==> src/hdl/hst_pkg.sv <==
// Shared types, widths and constants for the half-sine tremolo core.
// No dependencies; imported by every module in hdl/.
`timescale 1ns / 1ps

package hst_pkg;

    localparam int PHASE_BITS  = 20;
    localparam int PERIOD_BITS = 20;
    localparam int SAMPLE_BITS = 16;
    localparam int FRAME_BITS  = 2 * SAMPLE_BITS;

    localparam logic [PERIOD_BITS-1:0] PERIOD_RESET = PERIOD_BITS'(22050);

    // Divider produces a Q0.16 fraction of the period.
    localparam int FRAC_BITS = 16;
    localparam int DIV_STEPS = FRAC_BITS;
    localparam int DIV_CNT_BITS = $clog2(DIV_STEPS);

    // Gain and quarter-wave argument, Q1.15 unsigned (0 .. 1.0).
    localparam int GAIN_BITS = 16;
    localparam int Q_SHIFT   = 15;
    localparam int P_SHIFT   = 30;
    localparam logic [GAIN_BITS-1:0] GAIN_UNITY = GAIN_BITS'(32768);
    localparam logic [FRAC_BITS:0]   FRAC_HALF  = (FRAC_BITS+1)'(32768);
    localparam logic [FRAC_BITS:0]   FRAC_ONE   = (FRAC_BITS+1)'(65536);

    // Shared multiplier operand widths.
    localparam int MUL_A_BITS = 16;
    localparam int MUL_B_BITS = 32;
    localparam int PROD_BITS  = MUL_A_BITS + MUL_B_BITS;

    // Odd series for sin(pi/2 * u), Q2.30.
    localparam int COEF_BITS = 32;
    localparam logic [COEF_BITS-1:0] SIN_C1 = 32'd1686629713;
    localparam logic [COEF_BITS-1:0] SIN_C3 = 32'd693598669;
    localparam logic [COEF_BITS-1:0] SIN_C5 = 32'd85569306;
    localparam logic [COEF_BITS-1:0] SIN_C7 = 32'd5026995;
    localparam logic [COEF_BITS-1:0] SIN_C9 = 32'd172272;

    typedef enum logic [2:0] {
        ST_IDLE,
        ST_DIVIDE,
        ST_ISSUE,
        ST_TAKE,
        ST_DELIVER
    } state_t;

    typedef enum logic [2:0] {
        OP_SQUARE,
        OP_C7,
        OP_C5,
        OP_C3,
        OP_C1,
        OP_GAIN,
        OP_LEFT,
        OP_RIGHT
    } op_t;

    function automatic logic [COEF_BITS-1:0] coef_of(input op_t op);
        logic [COEF_BITS-1:0] c;
        unique case (op)
            OP_C7:   c = SIN_C7;
            OP_C5:   c = SIN_C5;
            OP_C3:   c = SIN_C3;
            OP_C1:   c = SIN_C1;
            default: c = SIN_C1;
        endcase
        return c;
    endfunction

endpackage

==> src/hdl/hst_div.sv <==
// Restoring divider: floor(dividend * 2^16 / divisor), one quotient bit a cycle.
// Depends on hst_pkg. Requires dividend < divisor.
`timescale 1ns / 1ps

module hst_div
    import hst_pkg::*;
(
    input  logic                   aclk,
    input  logic                   aresetn,
    input  logic                   start,
    input  logic [PERIOD_BITS-1:0] dividend,
    input  logic [PERIOD_BITS-1:0] divisor,
    output logic                   done,
    output logic [FRAC_BITS-1:0]   quotient
);

    logic [PERIOD_BITS-1:0]  rem_reg, rem_next;
    logic [PERIOD_BITS-1:0]  dvs_reg, dvs_next;
    logic [FRAC_BITS-1:0]    quo_reg, quo_next;
    logic [DIV_CNT_BITS-1:0] cnt_reg, cnt_next;
    logic                    busy_reg, busy_next;
    logic                    done_reg, done_next;

    logic [PERIOD_BITS:0] rem_shift;
    logic [PERIOD_BITS:0] rem_diff;
    logic                 fits;

    always_comb begin
        rem_shift = {rem_reg, 1'b0};
        rem_diff  = rem_shift - {1'b0, dvs_reg};
        fits      = (rem_shift >= {1'b0, dvs_reg});
    end

    always_comb begin
        rem_next  = rem_reg;
        dvs_next  = dvs_reg;
        quo_next  = quo_reg;
        cnt_next  = cnt_reg;
        busy_next = busy_reg;
        done_next = 1'b0;
        if (start) begin
            rem_next  = dividend;
            dvs_next  = divisor;
            quo_next  = '0;
            cnt_next  = '0;
            busy_next = 1'b1;
        end else if (busy_reg) begin
            rem_next = fits ? rem_diff[PERIOD_BITS-1:0] : rem_shift[PERIOD_BITS-1:0];
            quo_next = {quo_reg[FRAC_BITS-2:0], fits};
            cnt_next = cnt_reg + 1'b1;
            if (cnt_reg == DIV_CNT_BITS'(DIV_STEPS - 1)) begin
                busy_next = 1'b0;
                done_next = 1'b1;
            end
        end
    end

    always_ff @(posedge aclk) begin
        if (!aresetn) begin
            busy_reg <= 1'b0;
            done_reg <= 1'b0;
            cnt_reg  <= '0;
        end else begin
            busy_reg <= busy_next;
            done_reg <= done_next;
            cnt_reg  <= cnt_next;
        end
        rem_reg <= rem_next;
        dvs_reg <= dvs_next;
        quo_reg <= quo_next;
    end

    assign done     = done_reg;
    assign quotient = quo_reg;

endmodule

==> src/hdl/hst_mul.sv <==
// Shared unsigned multiplier with a registered product, used for every
// multiply of the gain and scaling sequence. Depends on hst_pkg.
`timescale 1ns / 1ps

module hst_mul
    import hst_pkg::*;
(
    input  logic                  aclk,
    input  logic                  en,
    input  logic [MUL_A_BITS-1:0] op_a,
    input  logic [MUL_B_BITS-1:0] op_b,
    output logic [PROD_BITS-1:0]  prod
);

    logic [PROD_BITS-1:0] prod_reg, prod_next;

    always_comb begin
        prod_next = prod_reg;
        if (en) begin
            prod_next = PROD_BITS'(op_a) * PROD_BITS'(op_b);
        end
    end

    always_ff @(posedge aclk) begin
        prod_reg <= prod_next;
    end

    assign prod = prod_reg;

endmodule

==> src/hdl/half_sine_tremolo_core.sv <==
// Half-sine tremolo: each stereo word is scaled by sin(pi * phase / period).
// A frame passes through the bit-per-cycle divider that forms phase/period
// (16 quotient bits, then a registered done flag), then eight multiplies on
// the one shared multiplier, each issued in ST_ISSUE and taken in ST_TAKE
// (sine polynomial, then left and right samples), plus a state each to accept
// (ST_IDLE) and to deliver (ST_DELIVER). s_tready is high only between
// frames; a finished word waits in the output register
// while the next frame is taken in. The period register may be written only
// while no frame is in flight; a period of zero acts as one.
// Depends on hst_pkg, hst_div and hst_mul.
`timescale 1ns / 1ps

module half_sine_tremolo_core
    import hst_pkg::*;
(
    input  logic                   aclk,
    input  logic                   aresetn,
    input  logic                   cfg_we,
    input  logic [PERIOD_BITS-1:0] cfg_wdata,   // period_samples
    input  logic                   s_tvalid,
    output logic                   s_tready,
    input  logic [FRAME_BITS-1:0]  s_tdata,     // sample_left, sample_right
    output logic                   m_tvalid,
    input  logic                   m_tready,
    output logic [FRAME_BITS-1:0]  m_tdata      // out_left, out_right
);

    state_t state_reg, state_next;
    op_t    op_reg, op_next;

    logic [PERIOD_BITS-1:0] period_reg, period_next;
    logic [PHASE_BITS-1:0]  phase_reg, phase_next;
    logic                   m_tvalid_reg, m_tvalid_next;
    logic [FRAME_BITS-1:0]  m_tdata_reg;

    logic [SAMPLE_BITS-1:0] left_reg, right_reg;
    logic [SAMPLE_BITS-1:0] out_l_reg, out_r_reg;
    logic [GAIN_BITS-1:0]   t_reg, u2_reg, g_reg;
    logic [COEF_BITS-1:0]   p_reg;

    // FSM outputs
    logic accept, div_start, mul_en, take, deliver;

    logic [PERIOD_BITS-1:0] period_eff, phase_eff;
    logic [PERIOD_BITS:0]   phase_inc;
    logic                   div_done;
    logic [FRAC_BITS-1:0]   div_quo;
    logic [FRAC_BITS:0]     quarter;
    logic [MUL_A_BITS-1:0]  mul_a;
    logic [MUL_B_BITS-1:0]  mul_b;
    logic [PROD_BITS-1:0]   prod;
    logic [GAIN_BITS:0]     gain_raw;
    logic [SAMPLE_BITS:0]   scaled;
    logic [SAMPLE_BITS-1:0] mag_l, mag_r;

    function automatic logic [SAMPLE_BITS-1:0] apply_sign(
        input logic neg, input logic [SAMPLE_BITS:0] r);
        logic [SAMPLE_BITS:0]   smax;
        logic [SAMPLE_BITS:0]   neg_r;
        logic [SAMPLE_BITS-1:0] res;
        smax  = {2'b00, {(SAMPLE_BITS-1){1'b1}}};
        neg_r = ~r + 1'b1;
        if (!neg) begin
            res = (r > smax) ? smax[SAMPLE_BITS-1:0] : r[SAMPLE_BITS-1:0];
        end else begin
            res = (r > smax + 1'b1) ? {1'b1, {(SAMPLE_BITS-1){1'b0}}}
                                    : neg_r[SAMPLE_BITS-1:0];
        end
        return res;
    endfunction

    // Effective period and phase
    always_comb begin
        period_eff = (period_reg == '0) ? PERIOD_BITS'(1) : period_reg;
        phase_eff  = (PERIOD_BITS'(phase_reg) >= period_eff) ? '0 : PERIOD_BITS'(phase_reg);
        phase_inc  = {1'b0, phase_eff} + 1'b1;
    end

    hst_div u_div (
        .aclk     (aclk),
        .aresetn  (aresetn),
        .start    (div_start),
        .dividend (phase_eff),
        .divisor  (period_eff),
        .done     (div_done),
        .quotient (div_quo)
    );

    // Fold to a quarter wave
    assign quarter = ({1'b0, div_quo} <= FRAC_HALF) ? {1'b0, div_quo}
                                                    : FRAC_ONE - {1'b0, div_quo};

    assign mag_l = left_reg[SAMPLE_BITS-1]  ? (~left_reg + 1'b1)  : left_reg;
    assign mag_r = right_reg[SAMPLE_BITS-1] ? (~right_reg + 1'b1) : right_reg;

    // Operand select for the shared multiplier
    always_comb begin
        unique case (op_reg)
            OP_SQUARE: begin
                mul_a = MUL_A_BITS'(t_reg);
                mul_b = MUL_B_BITS'(t_reg);
            end
            OP_C7, OP_C5, OP_C3, OP_C1: begin
                mul_a = MUL_A_BITS'(u2_reg);
                mul_b = MUL_B_BITS'(p_reg);
            end
            OP_GAIN: begin
                mul_a = MUL_A_BITS'(t_reg);
                mul_b = MUL_B_BITS'(p_reg);
            end
            OP_LEFT: begin
                mul_a = MUL_A_BITS'(mag_l);
                mul_b = MUL_B_BITS'(g_reg);
            end
            OP_RIGHT: begin
                mul_a = MUL_A_BITS'(mag_r);
                mul_b = MUL_B_BITS'(g_reg);
            end
            default: begin
                mul_a = '0;
                mul_b = '0;
            end
        endcase
    end

    hst_mul u_mul (
        .aclk (aclk),
        .en   (mul_en),
        .op_a (mul_a),
        .op_b (mul_b),
        .prod (prod)
    );

    assign gain_raw = prod[P_SHIFT +: GAIN_BITS+1];
    assign scaled   = prod[Q_SHIFT +: SAMPLE_BITS+1];

    // Next state
    always_comb begin
        state_next = state_reg;
        unique case (state_reg)
            ST_IDLE:    if (s_tvalid) state_next = ST_DIVIDE;
            ST_DIVIDE:  if (div_done) state_next = ST_ISSUE;
            ST_ISSUE:   state_next = ST_TAKE;
            ST_TAKE:    state_next = (op_reg == OP_RIGHT) ? ST_DELIVER : ST_ISSUE;
            ST_DELIVER: if (!m_tvalid_reg || m_tready) state_next = ST_IDLE;
            default:    state_next = ST_IDLE;
        endcase
    end

    // FSM outputs
    always_comb begin
        s_tready  = 1'b0;
        mul_en    = 1'b0;
        take      = 1'b0;
        deliver   = 1'b0;
        unique case (state_reg)
            ST_IDLE:    s_tready = 1'b1;
            ST_DIVIDE:  ;
            ST_ISSUE:   mul_en = 1'b1;
            ST_TAKE:    take = 1'b1;
            ST_DELIVER: deliver = !m_tvalid_reg || m_tready;
            default:    ;
        endcase
        accept    = s_tready && s_tvalid;
        div_start = accept;
    end

    // Control registers
    always_comb begin
        period_next = cfg_we ? cfg_wdata : period_reg;
        phase_next  = phase_reg;
        if (accept) begin
            phase_next = (phase_inc >= {1'b0, period_eff}) ? '0 : PHASE_BITS'(phase_inc);
        end
        op_next = op_reg;
        if (div_done) begin
            op_next = OP_SQUARE;
        end else if (take && op_reg != OP_RIGHT) begin
            op_next = op_t'(op_reg + 1'b1);
        end
        m_tvalid_next = deliver ? 1'b1 : (m_tready ? 1'b0 : m_tvalid_reg);
    end

    always_ff @(posedge aclk) begin
        if (!aresetn) begin
            state_reg    <= ST_IDLE;
            op_reg       <= OP_SQUARE;
            period_reg   <= PERIOD_RESET;
            phase_reg    <= '0;
            m_tvalid_reg <= 1'b0;
        end else begin
            state_reg    <= state_next;
            op_reg       <= op_next;
            period_reg   <= period_next;
            phase_reg    <= phase_next;
            m_tvalid_reg <= m_tvalid_next;
        end
    end

    // Datapath registers
    always_ff @(posedge aclk) begin
        if (accept) begin
            left_reg  <= s_tdata[0 +: SAMPLE_BITS];
            right_reg <= s_tdata[SAMPLE_BITS +: SAMPLE_BITS];
        end
        if (div_done) begin
            t_reg <= quarter[GAIN_BITS-1:0];
            p_reg <= SIN_C9;
        end
        if (take) begin
            unique case (op_reg)
                OP_SQUARE: u2_reg <= prod[Q_SHIFT +: GAIN_BITS];
                OP_C7, OP_C5, OP_C3, OP_C1:
                    p_reg <= coef_of(op_reg) - prod[Q_SHIFT +: COEF_BITS];
                OP_GAIN:
                    g_reg <= (gain_raw > {1'b0, GAIN_UNITY}) ? GAIN_UNITY
                                                             : gain_raw[GAIN_BITS-1:0];
                OP_LEFT:   out_l_reg <= apply_sign(left_reg[SAMPLE_BITS-1], scaled);
                OP_RIGHT:  out_r_reg <= apply_sign(right_reg[SAMPLE_BITS-1], scaled);
                default:   ;
            endcase
        end
        if (deliver) begin
            m_tdata_reg <= {out_r_reg, out_l_reg};
        end
    end

    assign m_tvalid = m_tvalid_reg;
    assign m_tdata  = m_tdata_reg;

endmodule

==> config.mk <==
export PLATFORM = sky130hd
export DESIGN_NAME = half_sine_tremolo_core
export DESIGN_NICKNAME = d
export VERILOG_FILES = /design/src/hdl/hst_pkg.sv /design/src/hdl/hst_div.sv /design/src/hdl/hst_mul.sv /design/src/hdl/half_sine_tremolo_core.sv
export SDC_FILE = /design/constraint.sdc
export NUM_CORES = 2
export LEC_CHECK = 0
export BUFFER_PORTS_ARGS = -buffer_cell sky130_fd_sc_hd__buf_2
export CAP_MARGIN = 20
export CORE_MARGIN = 2
export CORE_UTILIZATION = 65
export DETAILED_ROUTE_END_ITERATION = 10
export PLACE_DENSITY_LB_ADDON = 0.05
export SYNTH_ARGS = -nofsm -noshare
export SYNTH_HDL_FRONTEND = slang
export SYNTH_SLANG_ARGS = --single-unit
export TNS_END_PERCENT = 10
==> constraint.sdc <==
create_clock -name aclk -period 11.1 [get_ports aclk]
set_input_delay 1.665 -clock aclk [delete_from_list [all_inputs] [get_ports aclk]]
set_output_delay 1.665 -clock aclk [all_outputs]
set_load 0.01 [all_outputs]
* After elaboration in Yosys (flattened, before gate mapping)
Cells that the tools add are included.
** Operators by class
- $add $sub $neg :: 9
- $mul :: 1
- Order comparisons :: 7
- Equality and inequality tests :: 16
- Multiplexer cells :: 36
- Bitwise gates (word level) :: 5
- Reduce and logical (&&, ||, !) cells :: 21
** Operators with widths (number)
- $mux 32 :: 5
- $mux 20 :: 6
- $mux 16 :: 7
- $pmux 32 s3 :: 1
- $pmux 31 s3 :: 1
- $pmux 16 s4 :: 1
- $add 16x1->16 const B :: 3
- $not 16->16 :: 3
- $mul 16x32->47 :: 1
- $ge 21x20->1 :: 2
- $gt 17x16->1 const B :: 2
- $sub 32x32->32 :: 1
- $add 20x1->21 const B :: 1
- $ge 20x20->1 :: 1
- $logic_not 20->1 :: 1
- $sub 20x20->20 :: 1
- $gt 17x15->1 const B :: 1
- $le 16x16->1 const B :: 1
- $sub 1x16->16 const A :: 1
- $eq 3x3->1 const B :: 5
- $pmux 3 s5 :: 1
- $eq 3x2->1 const B :: 4
- $mux 3 :: 4
- $mux 1 :: 10
- 19 further kinds :: 31
** Word-level totals
- Flip-flop bits (word level) :: 332
- Bits of input ports :: 57
- Output and inout port bits :: 34
- Word-level logic and storage cells :: 116

* Longest topological paths before layout
- Depth in word-level cells :: 7
- Gate-level depth with buffers :: 36
- Depth with buffers taken out :: 33

* Modules after synthesis
From an unflattened synthesis, not the netlist that was laid out.
** Unflattened totals
- Cells, all modules :: 3686
- Area total of the unflattened synthesis :: 34363.0 um2
** Modules (own cells, without submodules)
- hst_mul :: times used 1, cells an instance 1927, area an instance 17659.4 um2, sequential area each 1441.4 um2
- half_sine_tremolo_core :: times used 1, cells an instance 1405, area an instance 13046.3 um2, sequential area each 5905.7 um2
- hst_div :: times used 1, cells an instance 354, area an instance 3657.3 um2, sequential area each 1641.6 um2

* Worst setup path after synthesis
No wires, ideal clock.
- Path type :: register to register
- Start :: register op_reg[0]
- End :: register u_mul.prod_reg[46] (netlist: u_mul.prod[46]) (data pin)
- Setup time :: 260 ps
- Data arrival time :: 7655 ps
- Data required time :: 10840 ps
- Slack :: 3185 ps
- Stages on the path, launching flop included :: 34
- Path buffers :: 4
- Clock period less this slack :: 7915 ps
- Cells stage by stage :: dfxtp_1 ha_1 ha_1 buf_2 a21o_1 a221oi_4 clkbuf_1 nand2_1 nand3_1 clkbuf_1 nand2_1 fa_1 inv_1 fa_1 inv_1 fa_1 inv_1 fa_1 fa_1 inv_1 fa_1 inv_1 ha_1 clkbuf_1 nand4_1 nor3_1 a21oi_1 a21oi_1 o211ai_2 o21ai_2 a211oi_2 o31ai_2 a21oi_1 xnor2_1
** Between the ends
- Cells in the longest elaborated chain, start to end :: 4
- Elaborated cells on any way between the ends :: 15
- Classes of those cells :: mul: 1; eq/ne: 7; mux: 2; reduce/logical: 5
** RTL lines
- from (decl) :: line half_sine_tremolo_core.sv:29 : op_t op_reg, op_next;
- from (signal assigned) :: line half_sine_tremolo_core.sv:193 : op_reg <= op_next;
- $eq 3x1->1, or another cell as far along :: line half_sine_tremolo_core.sv:98 : unique case (op_reg)
- $reduce_or 4->1, or another cell as far along :: line half_sine_tremolo_core.sv:98
- $pmux 16 s4 / $pmux 32 s3 (equally long branches) :: line half_sine_tremolo_core.sv:98
- $mul 16x32->47 * :: line hst_mul.sv:20 : prod_next = PROD_BITS'(op_a) * PROD_BITS'(op_b);
- to (signal assigned) :: line hst_mul.sv:25 : prod_reg <= prod_next;
- to (decl) :: line hst_mul.sv:15 : logic [PROD_BITS-1:0] prod_reg, prod_next;
Mark *: on every way between the ends. The rest lies on a longest branch, timed or not.
A chain may end at the register's enable or synchronous reset.

* Final worst setup path
- Start :: register op_reg[2]
- End :: register u_mul.prod_reg[46] (netlist: u_mul.prod[46]) (data pin)
Same word-level chain as after synthesis.

==> run_results.csv <==
group,metric,value,unit
run_status,run_status,"finished clean",
clock_network,cts-root-buf,"clkbuf_16",
finish,area_growth,6.384,%
timing,tightest_slew,1.352,ns
job,drv_cap,0,
detailed_routing,drc,0,
timing,slew_viol_final,0,
synthesis,synthDistinctLibCells,88,
synthesis,yosysWarnings,0,
clock_network,cts_setup_buffers,0,
finish,stdcell_area,34590,um2
timing,skew,0.02400,ns
clock_network,numCtsBuffers,31,
timing,slew_headroom,0.09839,
floorplanning,pin_count,91,
synthesis,async_flop_share,0,
floorplanning,dieWidth,227.7,um
power_and_ir_drop,switchingPower,0.0007523,W
placement,dpl_cell_area,33480,um2
setup_path,path_common_cell,"fa_1",
timing,finalCriticalPeriod,9.952,ns
worst_hold_path,hold-path-cell-count,0,
detailed_routing,vias_per_cell,5.991,
setup_path,worst-path-stages,28,
floorplanning,rows,81,
power_and_ir_drop,seq_power_share,0.478,
setup_path,cp_slowest_cell,"a221oi_4",
finish,seqCellArea,8508,um2
synthesis,synth_top_cell_by_area,"fa_1",
grt,grt-ovfl-total,0,
synthesis,ys_top_cells_by_area,"fa_1, edfxtp_1, ha_1",
timing,final.setup.tns,0,ns
setup_path,worstPathMaxFanout,26,
setup_path,crit_required,11.42,ns
floorplanning,core,49150,um2
detailed_routing,vias,25050,
synthesis,synth_edf_count,216,
finish,fill_cells,3880,
finish,multi_input_area,21280,um2
setup_path,crit_path_end_kind,"flop",
placement,gp_congestion,1.039,
clock_network,cts.clk_slew.worst_paths,0.06,ns
floorplanning,dieHeight,227.7,um
timing,fmax,0.1005,GHz
synthesis,syn_area,32520,um2
grt,grt_pass1_vias,25950,
power_and_ir_drop,p_clk_frac,0.364,
synthesis,ys.flop_type,"edfxtp_1",
finish,layout-drive-gt1-share,0.06545,
finish,fin_nets,4177,
power_and_ir_drop,p_per_area,82.27,nW/um2
worst_hold_path,hp-class,"flop to flop",
synthesis,syn-num-nets,4179,
clock_network,hold_buffers,0,
timing,report.final.setup_viol,0,
clock_network,cts_tree,"built",
setup_path,crit_type,"flop to flop",
grt,grt_max_degree,80,
power_and_ir_drop,p_leak,15.98,nW
setup_path,r2r_cells,28,
timing,fin_crit_sh,0.8966,
synthesis,netlist_instances,3491,
detailed_routing,routed_wl,88200,um
timing,setup_ws,1.148,ns
floorplanning,dieArea,51830,um2
detailed_routing,dr.pass1.iters,7,
clock_network,htree_levels,1,
timing,rsz0062_at_grt,"false",
setup_path,slowest_delay,0.95,ns
clock_network,cts_buffer_depth,3,
detailed_routing,ant_nets,0,
synthesis,yosysSeqAreaShare,0.2617,
synthesis,synth_seq_cells,317,
detailed_routing,avgRoutedWirePerCell,21.10,um
power_and_ir_drop,swShare,0.2643,
timing,fin_hold_ws,0.4184,ns
timing,finalHoldViolCount,0,
detailed_routing,drtIter0Drc,2186,
placement,pre_cts_ws,1.365,ns
synthesis,synth_top_area_frac,0.2573,
power_and_ir_drop,internal_power,0.002094,W
clock_network,cts_resized,0,
clock_network,cts.sinks,317,
floorplanning,initial_core_util,0.6615,
synthesis,syn_avg_cell_area,9.314,um2
grt,antenna_found_initial,2,
grt,grt_pass1_wl,140000,um
power_and_ir_drop,comb_power_share,0.158,
setup_path,startpoint_type,"flop",
clock_network,clock_latency,0.59,ns
setup_path,cp_top_family,"adder cells",
placement,hpwlAfterDp,66430,um
setup_path,cp_num_buf_inv,5,
placement,io_buffers,90,
power_and_ir_drop,vdd_drop_max,0.0001032,V
setup_path,worst_ep_arrival_time,10.27,ns
grt,grtUsageTotal,0.3530,
cell families after synthesis:
kind of cell             count (synthesis)  share of synthesized area
AND/OR/NAND/NOR                       1120                     0.1572
flip-flops                             317                     0.2617
adder cells (fa/ha/maj)                631                     0.3393
AO/OA/AOI/OAI                          501                     0.1041
multiplexers                            49                    0.01558
XOR/XNOR                               134                    0.03609
buffers and inverters                  739                    0.08604
metal layers:
layer | vias to the layer above | track usage | part of all wire
li1 | 11280 | - | -
met3 | 267 | 0.07147 | 0.083
met1 | 12320 | 0.4541 | 0.39
met2 | 1176 | 0.5815 | 0.48
met4 | 2 | 0.1571 | 0.047
met5 | - | 0 | 0.00016
area by class of cell:
type / count / share of cell area
diodes: 3 / 0.0002170
clock buffers: 48 / 0.02485
clock inverters: 10 / 0.003364
inverters: 569 / 0.06174
multi-input cells: 2435 / 0.6152
flip-flops and latches: 317 / 0.2460
well taps: 664 / 0.02402
repair buffers: 135 / 0.02463
synth_stat cells (52+ instances only):
cell and n:
inv_1 567, nor2_1 209, clkbuf_1 152, dfxtp_1 101
xnor2_1 82, edfxtp_1 216, fa_1 418, xor2_1 52
nand2_1 531, ha_1 213, and2_1 115, a21oi_1 140
o21ai_0 88, nand3_1 60
layout by cell type, fill, tap and decap left out, drive strengths merged, types with 8 or more instances in the layout:
master	count
or2	15
a21oi	140
nand2b	23
ha	213
nor4	18
clkbuf	49
dfxtp	101
and3	20
or3	9
inv	569
a211oi	13
o31ai	21
a21o	48
nor3	39
nor2b	38
edfxtp	216
a21boi	11
o211ai	11
mux2i	42
a221o	11
a22o	28
nand4	18
xnor2	82
o21a	15
nor2	211
nand3	60
a221oi	15
o22ai	11
fa	418
buf	134
a31oi	9
xor2	52
o21bai	8
o21ai	102
and2	117
nand2	531
final timing paths:
| kind | to | slack [ns] | startpoint |
|---|---|---|---|
| max | u_mul.prod[46]$_DFFE_PP_ | 1.15 | op_reg[2]$_SDFFE_PP0P_ |
| max reg2reg | u_mul.prod[46]$_DFFE_PP_ | 1.15 | op_reg[2]$_SDFFE_PP0P_ |
| min reg2reg | m_tdata[30]$_DFFE_PP_ | 0.42 | out_r_reg[14]$_DFFE_PP_ |
| min | m_tdata[30]$_DFFE_PP_ | 0.42 | out_r_reg[14]$_DFFE_PP_ |
through the flow:
stage	util	total power, W	instances
finish	0.7038	0.002846	4181
global route	0.7036	0.002969	4178
CTS	0.7010	0.002849	4170
detailed placement	0.6812	0.001826	4112
global placement	0.6809	0.001808	4110
floorplan	-	0.001723	3491
power groups by stage:
stage                     combinational (W)  clock (W)  sequential, W
after global placement             0.000424          0        0.00138
after floorplan                    0.000352          0        0.00137
after global routing               0.000508    0.00110        0.00137
after CTS                          0.000443    0.00105        0.00136
after detailed placement           0.000439          0        0.00139
final                              0.000451    0.00103        0.00136
Note: power is estimated with default switching activity, not from simulation.
